$ cat src/bcdse_pkg.sv
// ----------------------------------------------------------------------------
// bcdse_pkg
// Shared widths, codes and BCD limits of the clock setting editor.
// ----------------------------------------------------------------------------
package bcdse_pkg;

    localparam int REQ_W   = 2;
    localparam int KEY_W   = 4;
    localparam int SEL_W   = 3;
    localparam int FIELD_W = 8;
    localparam int PTR_W   = 3;
    localparam int MODE_W  = 2;
    localparam int SNAP_N  = 7;
    localparam int SNAP_W  = SNAP_N * FIELD_W;

    localparam int DEF_NUM_FIELDS = 7;
    localparam int DEF_NUM_MODES  = 4;

    // Request types.
    localparam logic [REQ_W-1:0] REQ_KEY        = 2'd0;
    localparam logic [REQ_W-1:0] REQ_LOAD_TIME  = 2'd1;
    localparam logic [REQ_W-1:0] REQ_LOAD_ALARM = 2'd2;

    // Key codes.
    localparam logic [KEY_W-1:0] KEY_SET   = 4'd1;
    localparam logic [KEY_W-1:0] KEY_UP    = 4'd2;
    localparam logic [KEY_W-1:0] KEY_DOWN  = 4'd3;
    localparam logic [KEY_W-1:0] KEY_NEXT  = 4'd4;
    localparam logic [KEY_W-1:0] KEY_MODE  = 4'd5;
    localparam logic [KEY_W-1:0] KEY_ALARM = 4'd6;
    localparam logic [KEY_W-1:0] KEY_AUX7  = 4'd7;
    localparam logic [KEY_W-1:0] KEY_AUX8  = 4'd8;
    localparam logic [KEY_W-1:0] KEY_AUX9  = 4'd9;

    // Field indexes.
    localparam logic [PTR_W-1:0] FLD_SEC   = 3'd0;
    localparam logic [PTR_W-1:0] FLD_MIN   = 3'd1;
    localparam logic [PTR_W-1:0] FLD_HOUR  = 3'd2;
    localparam logic [PTR_W-1:0] FLD_DAY   = 3'd3;
    localparam logic [PTR_W-1:0] FLD_MONTH = 3'd4;
    localparam logic [PTR_W-1:0] FLD_WDAY  = 3'd5;
    localparam logic [PTR_W-1:0] FLD_YEAR  = 3'd6;

    // BCD limits.
    localparam logic [FIELD_W-1:0] BCD_ZERO     = 8'h00;
    localparam logic [FIELD_W-1:0] BCD_ONE      = 8'h01;
    localparam logic [FIELD_W-1:0] BCD_SIXTY    = 8'h60;
    localparam logic [FIELD_W-1:0] BCD_MAX_MIN  = 8'h59;
    localparam logic [FIELD_W-1:0] BCD_HOURS    = 8'h24;
    localparam logic [FIELD_W-1:0] BCD_MAX_HOUR = 8'h23;
    localparam logic [FIELD_W-1:0] BCD_DAYS     = 8'h32;
    localparam logic [FIELD_W-1:0] BCD_MAX_DAY  = 8'h31;
    localparam logic [FIELD_W-1:0] BCD_MONTHS   = 8'h13;
    localparam logic [FIELD_W-1:0] BCD_MAX_MON  = 8'h12;
    localparam logic [FIELD_W-1:0] BCD_WDAYS    = 8'h08;
    localparam logic [FIELD_W-1:0] BCD_MAX_WDAY = 8'h07;
    localparam logic [FIELD_W-1:0] BCD_YEARS    = 8'hA0;
    localparam logic [FIELD_W-1:0] BCD_MAX_YEAR = 8'h99;
    localparam logic [3:0]         BCD_DIGIT_MAX = 4'd9;
    localparam logic [FIELD_W-1:0] BCD_ADJ      = 8'h06;

    // Register indexes.
    localparam logic REG_HOME_MODE  = 1'b0;
    localparam logic REG_ALARM_MODE = 1'b1;

    localparam logic [MODE_W-1:0] HOME_MODE_RST  = 2'd0;
    localparam logic [MODE_W-1:0] ALARM_MODE_RST = 2'd2;

endpackage

$ cat src/bcdse_in_if.sv
// ----------------------------------------------------------------------------
// bcdse_in_if
// Request channel: key presses and field loads, valid/ready handshake.
// ----------------------------------------------------------------------------
interface bcdse_in_if import bcdse_pkg::*; ();
    logic               valid;
    logic               ready;
    logic [REQ_W-1:0]   req_type;
    logic [KEY_W-1:0]   key_code;
    logic [SEL_W-1:0]   field_select;
    logic [FIELD_W-1:0] field_value;

    modport source (output valid, req_type, key_code, field_select, field_value,
                    input ready);
    modport sink   (input valid, req_type, key_code, field_select, field_value,
                    output ready);
endinterface

$ cat src/bcdse_out_if.sv
// ----------------------------------------------------------------------------
// bcdse_out_if
// Result channel: editor status after each request, valid/ready handshake.
// ----------------------------------------------------------------------------
interface bcdse_out_if import bcdse_pkg::*; ();
    logic               valid;
    logic               ready;
    logic               led_on;
    logic               time_set_active;
    logic               alarm_set_active;
    logic [PTR_W-1:0]   field_pointer;
    logic [MODE_W-1:0]  display_mode;
    logic               commit_pulse;
    logic               clear_screen_pulse;
    logic               alarm_marker_write;
    logic [FIELD_W-1:0] edited_value;
    logic [SNAP_W-1:0]  time_snapshot;

    modport source (output valid, led_on, time_set_active, alarm_set_active,
                    field_pointer, display_mode, commit_pulse, clear_screen_pulse,
                    alarm_marker_write, edited_value, time_snapshot,
                    input ready);
    modport sink   (input valid, led_on, time_set_active, alarm_set_active,
                    field_pointer, display_mode, commit_pulse, clear_screen_pulse,
                    alarm_marker_write, edited_value, time_snapshot,
                    output ready);
endinterface

$ cat src/bcd_clock_setting_editor_core.sv
// ----------------------------------------------------------------------------
// bcd_clock_setting_editor_core
// Key-driven editor for BCD time and alarm fields with an APB register port.
//
//   channel   dir   handshake       word
//   i_req     in    valid/ready     req_type, key_code, field_select, field_value
//   o_res     out   valid/ready     led_on .. edited_value, time_snapshot
//   apb       in    psel/penable    home_display_mode, alarm_display_mode
//
// Each request word is decoded and applied to the field and mode registers in
// the cycle it is accepted; its result word sits in the output register on the
// next cycle. One word per cycle is taken as long as the output register is
// empty or is being drained in the same cycle. Reset is synchronous and clears
// all fields, flags and the output valid.
// ----------------------------------------------------------------------------
module bcd_clock_setting_editor_core import bcdse_pkg::*; #(
    parameter int NUM_FIELDS = DEF_NUM_FIELDS,
    parameter int NUM_MODES  = DEF_NUM_MODES
) (
    input  logic        i_clk,
    input  logic        i_rst_n,
    bcdse_in_if.sink    i_req,
    bcdse_out_if.source o_res,
    input  logic        psel,
    input  logic        penable,
    input  logic        pwrite,
    input  logic [2:0]  paddr,
    input  logic [31:0] pwdata,
    output logic [31:0] prdata,
    output logic        pready
);

    localparam int IDX_W   = $clog2(NUM_FIELDS);
    localparam int SHOWN_N = (NUM_FIELDS < SNAP_N) ? NUM_FIELDS : SNAP_N;
    localparam logic [PTR_W:0]  NF_LIM = (PTR_W + 1)'(NUM_FIELDS);
    localparam logic [MODE_W:0] NM_LIM = (MODE_W + 1)'(NUM_MODES);

    logic [MODE_W-1:0]  r_home_mode;
    logic [MODE_W-1:0]  r_alarm_mode;

    logic               r_led,       n_led;
    logic               r_time_set,  n_time_set;
    logic               r_alarm_set, n_alarm_set;
    logic [PTR_W-1:0]   r_ptr,       n_ptr;
    logic [MODE_W-1:0]  r_mode,      n_mode;
    logic [FIELD_W-1:0] r_time  [NUM_FIELDS];
    logic [FIELD_W-1:0] n_time  [NUM_FIELDS];
    logic [FIELD_W-1:0] r_alarm [NUM_FIELDS];
    logic [FIELD_W-1:0] n_alarm [NUM_FIELDS];

    logic               r_out_valid;
    logic               r_commit, n_commit;
    logic               r_clear,  n_clear;
    logic               r_marker, n_marker;
    logic [FIELD_W-1:0] r_edited, n_edited;
    logic [SNAP_W-1:0]  r_snap,   n_snap;

    logic               accept;
    logic               cfg_write;
    logic [FIELD_W-1:0] step_cur;
    logic [FIELD_W-1:0] step_res;
    logic               step_up;
    logic [PTR_W:0]     ptr_inc;
    logic [MODE_W:0]    mode_inc;
    logic               sel_ok;
    logic [IDX_W-1:0]   cur_idx;
    logic [IDX_W-1:0]   nxt_idx;
    logic [IDX_W-1:0]   sel_idx;

    assign pready    = 1'b1;
    assign cfg_write = psel && penable && pwrite;
    assign prdata    = (paddr[2] == REG_ALARM_MODE) ? {30'd0, r_alarm_mode}
                                                    : {30'd0, r_home_mode};

    assign i_req.ready = !r_out_valid || o_res.ready;
    assign accept      = i_req.valid && i_req.ready;

    assign cur_idx  = r_ptr[IDX_W-1:0];
    assign nxt_idx  = n_ptr[IDX_W-1:0];
    assign sel_idx  = i_req.field_select[IDX_W-1:0];
    assign step_cur = r_time_set ? r_time[cur_idx] : r_alarm[cur_idx];
    assign step_up  = (i_req.key_code == KEY_UP);
    assign ptr_inc  = {1'b0, r_ptr} + (PTR_W + 1)'(1);
    assign mode_inc = {1'b0, r_mode} + (MODE_W + 1)'(1);
    assign sel_ok   = ({1'b0, i_req.field_select} < NF_LIM);

    bcdse_bcd_step u_step (
        .i_value (step_cur),
        .i_field (r_ptr),
        .i_up    (step_up),
        .o_value (step_res)
    );

    always_comb begin
        n_led       = r_led;
        n_time_set  = r_time_set;
        n_alarm_set = r_alarm_set;
        n_ptr       = r_ptr;
        n_mode      = r_mode;
        n_time      = r_time;
        n_alarm     = r_alarm;
        n_commit    = 1'b0;
        n_clear     = 1'b0;
        n_marker    = 1'b0;
        case (i_req.req_type)
            REQ_LOAD_TIME: begin
                if (sel_ok) n_time[sel_idx] = i_req.field_value;
            end
            REQ_LOAD_ALARM: begin
                if (sel_ok) n_alarm[sel_idx] = i_req.field_value;
            end
            REQ_KEY: begin
                case (i_req.key_code)
                    KEY_SET: begin
                        n_led      = !r_led;
                        n_time_set = !r_time_set;
                        n_ptr      = '0;
                        n_commit   = 1'b1;
                    end
                    KEY_UP, KEY_DOWN: begin
                        n_led = !r_led;
                        if (r_time_set) begin
                            n_time[cur_idx] = step_res;
                        end else if (r_alarm_set) begin
                            n_alarm[cur_idx] = step_res;
                        end
                    end
                    KEY_NEXT: begin
                        n_led = !r_led;
                        n_ptr = (ptr_inc >= NF_LIM) ? '0 : ptr_inc[PTR_W-1:0];
                    end
                    KEY_MODE: begin
                        n_led   = !r_led;
                        n_clear = 1'b1;
                        n_mode  = (mode_inc >= NM_LIM) ? r_home_mode
                                                       : mode_inc[MODE_W-1:0];
                    end
                    KEY_ALARM: begin
                        // Outside the alarm page this key leaves the LED as it was.
                        if (r_mode == r_alarm_mode) begin
                            n_led       = !r_led;
                            n_alarm_set = !r_alarm_set;
                            n_ptr       = '0;
                            n_marker    = 1'b1;
                        end
                    end
                    KEY_AUX7, KEY_AUX8, KEY_AUX9: begin
                        n_led = !r_led;
                    end
                    default: begin
                        n_led = r_led;
                    end
                endcase
            end
            default: begin
                n_led = r_led;
            end
        endcase
        n_edited = n_alarm_set ? n_alarm[nxt_idx] : n_time[nxt_idx];
    end

    for (genvar g = 0; g < SHOWN_N; g++) begin : g_snap
        assign n_snap[g*FIELD_W +: FIELD_W] = n_time[g];
    end
    if (SHOWN_N < SNAP_N) begin : g_snap_pad
        assign n_snap[SNAP_W-1:SHOWN_N*FIELD_W] = '0;
    end

    always_ff @(posedge i_clk) begin
        if (!i_rst_n) begin
            r_home_mode  <= HOME_MODE_RST;
            r_alarm_mode <= ALARM_MODE_RST;
            r_led        <= 1'b0;
            r_time_set   <= 1'b0;
            r_alarm_set  <= 1'b0;
            r_ptr        <= '0;
            r_mode       <= '0;
            r_out_valid  <= 1'b0;
            for (int i = 0; i < NUM_FIELDS; i++) begin
                r_time[i]  <= '0;
                r_alarm[i] <= '0;
            end
        end else begin
            if (cfg_write) begin
                if (paddr[2] == REG_ALARM_MODE) begin
                    r_alarm_mode <= pwdata[MODE_W-1:0];
                end else begin
                    r_home_mode <= pwdata[MODE_W-1:0];
                end
            end
            if (accept) begin
                r_led       <= n_led;
                r_time_set  <= n_time_set;
                r_alarm_set <= n_alarm_set;
                r_ptr       <= n_ptr;
                r_mode      <= n_mode;
                r_time      <= n_time;
                r_alarm     <= n_alarm;
                r_out_valid <= 1'b1;
            end else if (o_res.ready) begin
                r_out_valid <= 1'b0;
            end
        end
    end

    // Result word register; no reset needed behind the valid flag.
    always_ff @(posedge i_clk) begin
        if (accept) begin
            r_commit <= n_commit;
            r_clear  <= n_clear;
            r_marker <= n_marker;
            r_edited <= n_edited;
            r_snap   <= n_snap;
        end
    end

    assign o_res.valid              = r_out_valid;
    assign o_res.led_on             = r_led;
    assign o_res.time_set_active    = r_time_set;
    assign o_res.alarm_set_active   = r_alarm_set;
    assign o_res.field_pointer      = r_ptr;
    assign o_res.display_mode       = r_mode;
    assign o_res.commit_pulse       = r_commit;
    assign o_res.clear_screen_pulse = r_clear;
    assign o_res.alarm_marker_write = r_marker;
    assign o_res.edited_value       = r_edited;
    assign o_res.time_snapshot      = r_snap;

endmodule

$ cat src/bcdse_bcd_step.sv
// ----------------------------------------------------------------------------
// bcdse_bcd_step
// One BCD increment or decrement of a clock field with the field's wrap.
// ----------------------------------------------------------------------------
module bcdse_bcd_step import bcdse_pkg::*; (
    input  logic [FIELD_W-1:0] i_value,
    input  logic [PTR_W-1:0]   i_field,
    input  logic               i_up,
    output logic [FIELD_W-1:0] o_value
);

    logic [FIELD_W-1:0] raw;
    logic [FIELD_W-1:0] adj;

    always_comb begin
        raw = i_up ? i_value + 8'd1 : i_value - 8'd1;
        adj = raw;
        if (raw[3:0] > BCD_DIGIT_MAX) begin
            adj = i_up ? raw + BCD_ADJ : raw - BCD_ADJ;
        end
        o_value = adj;
        case (i_field)
            FLD_SEC, FLD_MIN: begin
                if (adj >= BCD_SIXTY) o_value = i_up ? BCD_ZERO : BCD_MAX_MIN;
            end
            FLD_HOUR: begin
                if (adj >= BCD_HOURS) o_value = i_up ? BCD_ZERO : BCD_MAX_HOUR;
            end
            FLD_DAY: begin
                if (i_up) begin
                    if (adj >= BCD_DAYS) o_value = BCD_ONE;
                end else if (adj >= BCD_DAYS || adj == BCD_ZERO) begin
                    o_value = BCD_MAX_DAY;
                end
            end
            FLD_MONTH: begin
                if (i_up) begin
                    if (adj >= BCD_MONTHS) o_value = BCD_ONE;
                end else if (adj >= BCD_MONTHS || adj == BCD_ZERO) begin
                    o_value = BCD_MAX_MON;
                end
            end
            FLD_WDAY: begin
                if (i_up) begin
                    if (adj >= BCD_WDAYS) o_value = BCD_ONE;
                end else if (adj >= BCD_WDAYS || adj == BCD_ZERO) begin
                    o_value = BCD_MAX_WDAY;
                end
            end
            FLD_YEAR: begin
                if (adj >= BCD_YEARS) o_value = i_up ? BCD_ZERO : BCD_MAX_YEAR;
            end
            default: begin
                // An eighth field has no calendar limit and wraps at 8 bits.
                o_value = adj;
            end
        endcase
    end

endmodule

$ cat src/flat_wrapper.sv
// flat-port wrapper written by rule: the top's interface ports become plain ports
module bcd_clock_setting_editor_core_flat import bcdse_pkg::*;
#(
    parameter int NUM_FIELDS = DEF_NUM_FIELDS,
    parameter int NUM_MODES  = DEF_NUM_MODES
)
  (i_clk, i_rst_n, psel, penable, pwrite, paddr, pwdata, prdata, pready, i_req_valid, i_req_req_type, i_req_key_code, i_req_field_select, i_req_field_value, i_req_ready, o_res_valid, o_res_led_on, o_res_time_set_active, o_res_alarm_set_active, o_res_field_pointer, o_res_display_mode, o_res_commit_pulse, o_res_clear_screen_pulse, o_res_alarm_marker_write, o_res_edited_value, o_res_time_snapshot, o_res_ready);
  bcdse_in_if i_req_i ();
  bcdse_out_if o_res_i ();
  input  logic i_clk;
  input  logic i_rst_n;
  input  logic psel;
  input  logic penable;
  input  logic pwrite;
  input  logic [2:0] paddr;
  input  logic [31:0] pwdata;
  output logic [31:0] prdata;
  output logic pready;
  input wire logic [$bits(i_req_i.valid)-1:0] i_req_valid;
  input wire logic [$bits(i_req_i.req_type)-1:0] i_req_req_type;
  input wire logic [$bits(i_req_i.key_code)-1:0] i_req_key_code;
  input wire logic [$bits(i_req_i.field_select)-1:0] i_req_field_select;
  input wire logic [$bits(i_req_i.field_value)-1:0] i_req_field_value;
  output wire logic [$bits(i_req_i.ready)-1:0] i_req_ready;
  output wire logic [$bits(o_res_i.valid)-1:0] o_res_valid;
  output wire logic [$bits(o_res_i.led_on)-1:0] o_res_led_on;
  output wire logic [$bits(o_res_i.time_set_active)-1:0] o_res_time_set_active;
  output wire logic [$bits(o_res_i.alarm_set_active)-1:0] o_res_alarm_set_active;
  output wire logic [$bits(o_res_i.field_pointer)-1:0] o_res_field_pointer;
  output wire logic [$bits(o_res_i.display_mode)-1:0] o_res_display_mode;
  output wire logic [$bits(o_res_i.commit_pulse)-1:0] o_res_commit_pulse;
  output wire logic [$bits(o_res_i.clear_screen_pulse)-1:0] o_res_clear_screen_pulse;
  output wire logic [$bits(o_res_i.alarm_marker_write)-1:0] o_res_alarm_marker_write;
  output wire logic [$bits(o_res_i.edited_value)-1:0] o_res_edited_value;
  output wire logic [$bits(o_res_i.time_snapshot)-1:0] o_res_time_snapshot;
  input wire logic [$bits(o_res_i.ready)-1:0] o_res_ready;
  assign i_req_i.valid = i_req_valid;
  assign i_req_i.req_type = i_req_req_type;
  assign i_req_i.key_code = i_req_key_code;
  assign i_req_i.field_select = i_req_field_select;
  assign i_req_i.field_value = i_req_field_value;
  assign i_req_ready = i_req_i.ready;
  assign o_res_valid = o_res_i.valid;
  assign o_res_led_on = o_res_i.led_on;
  assign o_res_time_set_active = o_res_i.time_set_active;
  assign o_res_alarm_set_active = o_res_i.alarm_set_active;
  assign o_res_field_pointer = o_res_i.field_pointer;
  assign o_res_display_mode = o_res_i.display_mode;
  assign o_res_commit_pulse = o_res_i.commit_pulse;
  assign o_res_clear_screen_pulse = o_res_i.clear_screen_pulse;
  assign o_res_alarm_marker_write = o_res_i.alarm_marker_write;
  assign o_res_edited_value = o_res_i.edited_value;
  assign o_res_time_snapshot = o_res_i.time_snapshot;
  assign o_res_i.ready = o_res_ready;
  bcd_clock_setting_editor_core #(.NUM_FIELDS(NUM_FIELDS), .NUM_MODES(NUM_MODES)) u_core (.i_clk(i_clk), .i_rst_n(i_rst_n), .i_req(i_req_i), .o_res(o_res_i), .psel(psel), .penable(penable), .pwrite(pwrite), .paddr(paddr), .pwdata(pwdata), .prdata(prdata), .pready(pready));
endmodule
$ cat config.mk
export PLATFORM = sky130hd
export DESIGN_NAME = bcd_clock_setting_editor_core_flat
export DESIGN_NICKNAME = d
export VERILOG_FILES = /design/src/bcdse_pkg.sv /design/src/bcdse_in_if.sv /design/src/bcdse_out_if.sv /design/src/bcd_clock_setting_editor_core.sv /design/src/bcdse_bcd_step.sv /design/src/flat_wrapper.sv
export SDC_FILE = /design/constraint.sdc
export NUM_CORES = 1
export LEC_CHECK = 0
export BUFFER_PORTS_ARGS = -buffer_cell sky130_fd_sc_hd__buf_2
export CAP_MARGIN = 20
export CORE_ASPECT_RATIO = 1.1
export CORE_UTILIZATION = 25
export CTS_CLUSTER_DIAMETER = 40
export CTS_CLUSTER_SIZE = 25
export DETAILED_ROUTE_END_ITERATION = 10
export GPL_TIMING_DRIVEN = 1
export PLACE_DENSITY = 0.4
export SLEW_MARGIN = 40
export SYNTH_ARGS = -nofsm -noshare
export SYNTH_HDL_FRONTEND = slang
export SYNTH_SLANG_ARGS = --single-unit
$ cat constraint.sdc
create_clock -name i_clk -period 8.2 [get_ports i_clk]
set_input_delay 1.23 -clock i_clk [delete_from_list [all_inputs] [get_ports i_clk]]
set_output_delay 1.23 -clock i_clk [all_outputs]
set_load 0.02 [all_outputs]
==> summary.txt <==
Run status
  • Status: finished clean

Clocking
  • CTS max path bufs: 2
  • Clock tree sinks: around 190
  • Cells resized by post-CTS repair: 0
  • H-tree depth: 4
  • Cts hold-fix bufs: 0
  • Clock transition at path regs: ~80 ps
  • CTS tree: yes
  • Post-CTS Setup Inserts: 0
  • CTS buffer count: 17
  • Root buffer cell: clkbuf_16
  • Worst-Skew Late Latency: about 500 ps

Cells and area
  • Share of cells above drive strength 1: between 20% and 30%
  • Nets: between 2k and 2.5k
  • Design Area, Final: approximately 0.017 mm2
  • Fillers: approximately 5.8k
  • Layout area overhead: 24.3%

Power and ir drop
  • LEAKAGE: 0.00741 uW
  • Power Dens Cells: 215 mW/mm2
  • Peak VDD IR: ~0.16 mV
  • Design Power: roughly 3700 uW

Critical path
  • R2R Path Start: u_core.o_res.field_pointer[1]
  • WP data required: 8430 ps
  • Reg2reg end: u_core.o_res.edited_value[3]
  • FF-to-FF setup slack: approximately 340 ps
  • Critical Path Source Type: register
  • Max stage delay on crit path: approximately 590 ps
  • Crit path launch: u_core.o_res.field_pointer[1]
  • CP max stage cell: a222oi_1
  • Worst-path fanout max: 24
  • Arr. time, crit path: approximately 8000 ps
  • R2r worst-path depth: 28
  • WS Path Type: register to register
  • Most frequent cell on the critical path: a21oi_1
  • Critical path capture point type: register

Timing
  • Slew @ Worst Pin: 949 ps
  • Max-slew headroom: between 30% and 40%
  • Final setup fails: 0
  • Crit path time final: just under 8000 ps
  • Hold slack: about 520 ps
  • Fmax: ~130 MHz
  • Post-Route Skew: between 20 and 25 ps
  • Final hold violation count: 0
  • RSZ-0062 raised after global routing: no
  • Post-route clock period utilization: 95.9%
  • Final worst slack: between 300 and 400 ps
  • Setup TNS: 0 ps
  • Pins Over Slew Limit: 0

Routing
  • DR vias: between 15k and 20k
  • Via density: ~5.7
  • Routed len/inst: ~26 um
  • Drt first pass iters: 9
  • Iteration-0 DRC Markers: between 1.5k and 2k
  • # DRC: 0
  • Final ANT Viol Nets: 0
  • Final WL: 70400 um

GRT
  • Grt met3 use: ~6.2%
  • Antenna violations before repair: 2
  • Met2 usage in global routing: between 30% and 40%
  • GRT Total Usage: between 20% and 30%
  • Vias in the first global route: roughly 14k
  • Met1 usage: a little under a third
  • GR peak layer: met2
  • First-pass GRT wire length: ~99000 um
  • Largest net degree at the start of global routing: slightly above 100
  • Total congestion overflow: 0

Floorplanning
  • Rows: 89
  • Die height: 248 um
  • Core ar.: approximately 0.054 mm2
  • Die footprint: between 0.05 and 0.06 mm2
  • Top-level I/O count: around 170
  • Initial core utilization: about 26%
  • Die X: roughly 230 um

Synthesis
  • Synth Instances: ~1.7k
  • Mapped Area: approximately 0.014 mm2
  • Seq/Total Area, Yosys: between 30 and 40%
  • Number of flops mapped to enable cells by yosys: 67
  • Number of distinct library cells after synthesis: ~110
  • Synth top area share: 18.2%
  • Most frequent cells after synthesis: 198 x nand2_1, 154 x o21ai_0, 139 x nor2_1, 125 x dfxtp_1, 106 x a21oi_1
  • Synth Warn #: 0
  • Synth area leaders: dfxtp_1 18%, edfxtp_1 15%, o21ai_0 5.6%, nand2_1 5.4%, o211a_1 4.1%
  • Flops & latches, synth: 192
  • Most common cell in the netlist: nand2_1
  • Post-synth top flop: dfxtp_1
  • Fraction of registers with async set/reset: 0%
  • Largest area contributor in the netlist: dfxtp_1
  • Avg Cell Area, Syn: 8.11 um2

Job
  • Max Cap Viol: 0

Placed design
  • Dpl hpwl: ~50000 um
  • Final Wtd Congestion: approximately 0.93
  • Placed cell areas: around 0.016 mm2
  • IO buf count: around 110
  • Pre-CTS setup slack: between 200 and 250 ps

Worst hold path
  • Hold Startpoint: u_core.r_time[52]
  • HP Class: register to register
  • WHS Path Cells: 2
  • Hold Path End: u_core.r_time[52]
report_power, final:
part	internal (uW)	switching, uW
Sequential	1060	55.4
Combinational	668	991
Clock	481	438
Total	2200	1480
worst max-delay path, delay by kind of cell, from the launching register on:
kind                       cells  cell delay (ps)
buffers and inverters          3              480
AOI/OAI and AO/OA             17             4300
and+or+nand+nor                6             1650
DFF                            1              510
adders and majority gates      2              610
cells by family after synthesis:
kind of cell / after synthesis / share of synthesized area, %
AO/OA/AOI/OAI: 667 / 34.7
AND/OR/NAND/NOR: 526 / 17.9
buffers and inverters: 222 / 7.28
flip-flops: 192 / 32.8
multiplexers: 51 / 4.13
adder cells (fa/ha/maj): 21 / 2.02
XOR/XNOR: 18 / 1.20
other: 2 / 0.0545
flip-flops by register name (all words and copies together), names as in the netlist:
name                             cells
u_core.o_res.edited_value            8
u_core.o_res.clear_screen_pulse      1
u_core.o_res.display_mode            2
u_core.r_home_mode                   2
u_core.r_alarm                      56
u_core.o_res.field_pointer           3
u_core.o_res.alarm_set_active        1
u_core.r_time                       56
u_core.o_res.valid                   1
u_core.o_res.time_set_active         1
u_core.o_res.led_on                  1
u_core.o_res.commit_pulse            1
u_core.o_res.alarm_marker_write      1
u_core.o_res.time_snapshot          56
u_core.r_alarm_mode                  2
placed cells by master, fill, tap and decap left out, drive strengths merged, types with 16 or more instances in the layout:
master	instances
a211oi	19
a21boi	16
a21o	22
a21oi	107
a221oi	17
a222oi	35
a22o	42
a22oi	44
a31oi	30
and2	20
buf	338
clkbuf	21
conb	31
dfxtp	125
edfxtp	67
ha	19
inv	71
mux2i	40
nand2	201
nand3	39
nor2	139
nor3	26
nor3b	19
o211a	57
o21ai	162
o22ai	18
metrics by stage:
stage                     std cells  util, %
final                          2670     31.7
after global routing           2669     31.7
after CTS                      2659     31.5
after detailed placement       2627     30.4
after global placement         2627     30.3
after floorplan                1728        -
how the worst max path moves through the flow:
stage	endpoint	cells after the start	slack (ps)
2_1_floorplan	u_core.o_res.edited_value[0]	31	130
3_3_place_gp	u_core.o_res.edited_value[0]	28	220
5_1_grt	u_core.o_res.edited_value[3]	32	60
3_5_place_dp	u_core.o_res.edited_value[0]	25	240
4_1_cts	u_core.o_res.edited_value[0]	28	180
6_report	u_core.o_res.edited_value[3]	28	340
final cells by class:
| type | count | area [um2] | share of cell area [%] |
|---|---|---|---|
| Multi-Input combinational cell | 1314 | 8460 | 49.4 |
| Sequential cell | 192 | 4520 | 26.4 |
| Timing Repair Buffer | 338 | 2380 | 13.9 |
| Tap cell | 728 | 911 | 5.32 |
| Clock buffer | 21 | 470 | 2.75 |
| Inverter | 65 | 251 | 1.47 |
| Clock inverter | 11 | 138 | 0.803 |
| Antenna cell | 1 | 2.50 | 0.0146 |
layer usage:
layer	vias to the layer above	share of wire (%)
li1	6823	-
met1	7426	42
met2	780	45
met3	146	8.5
met4	2	4.4
met5	-	0.020
No activity file was read; power rests on OpenSTA's default activity.
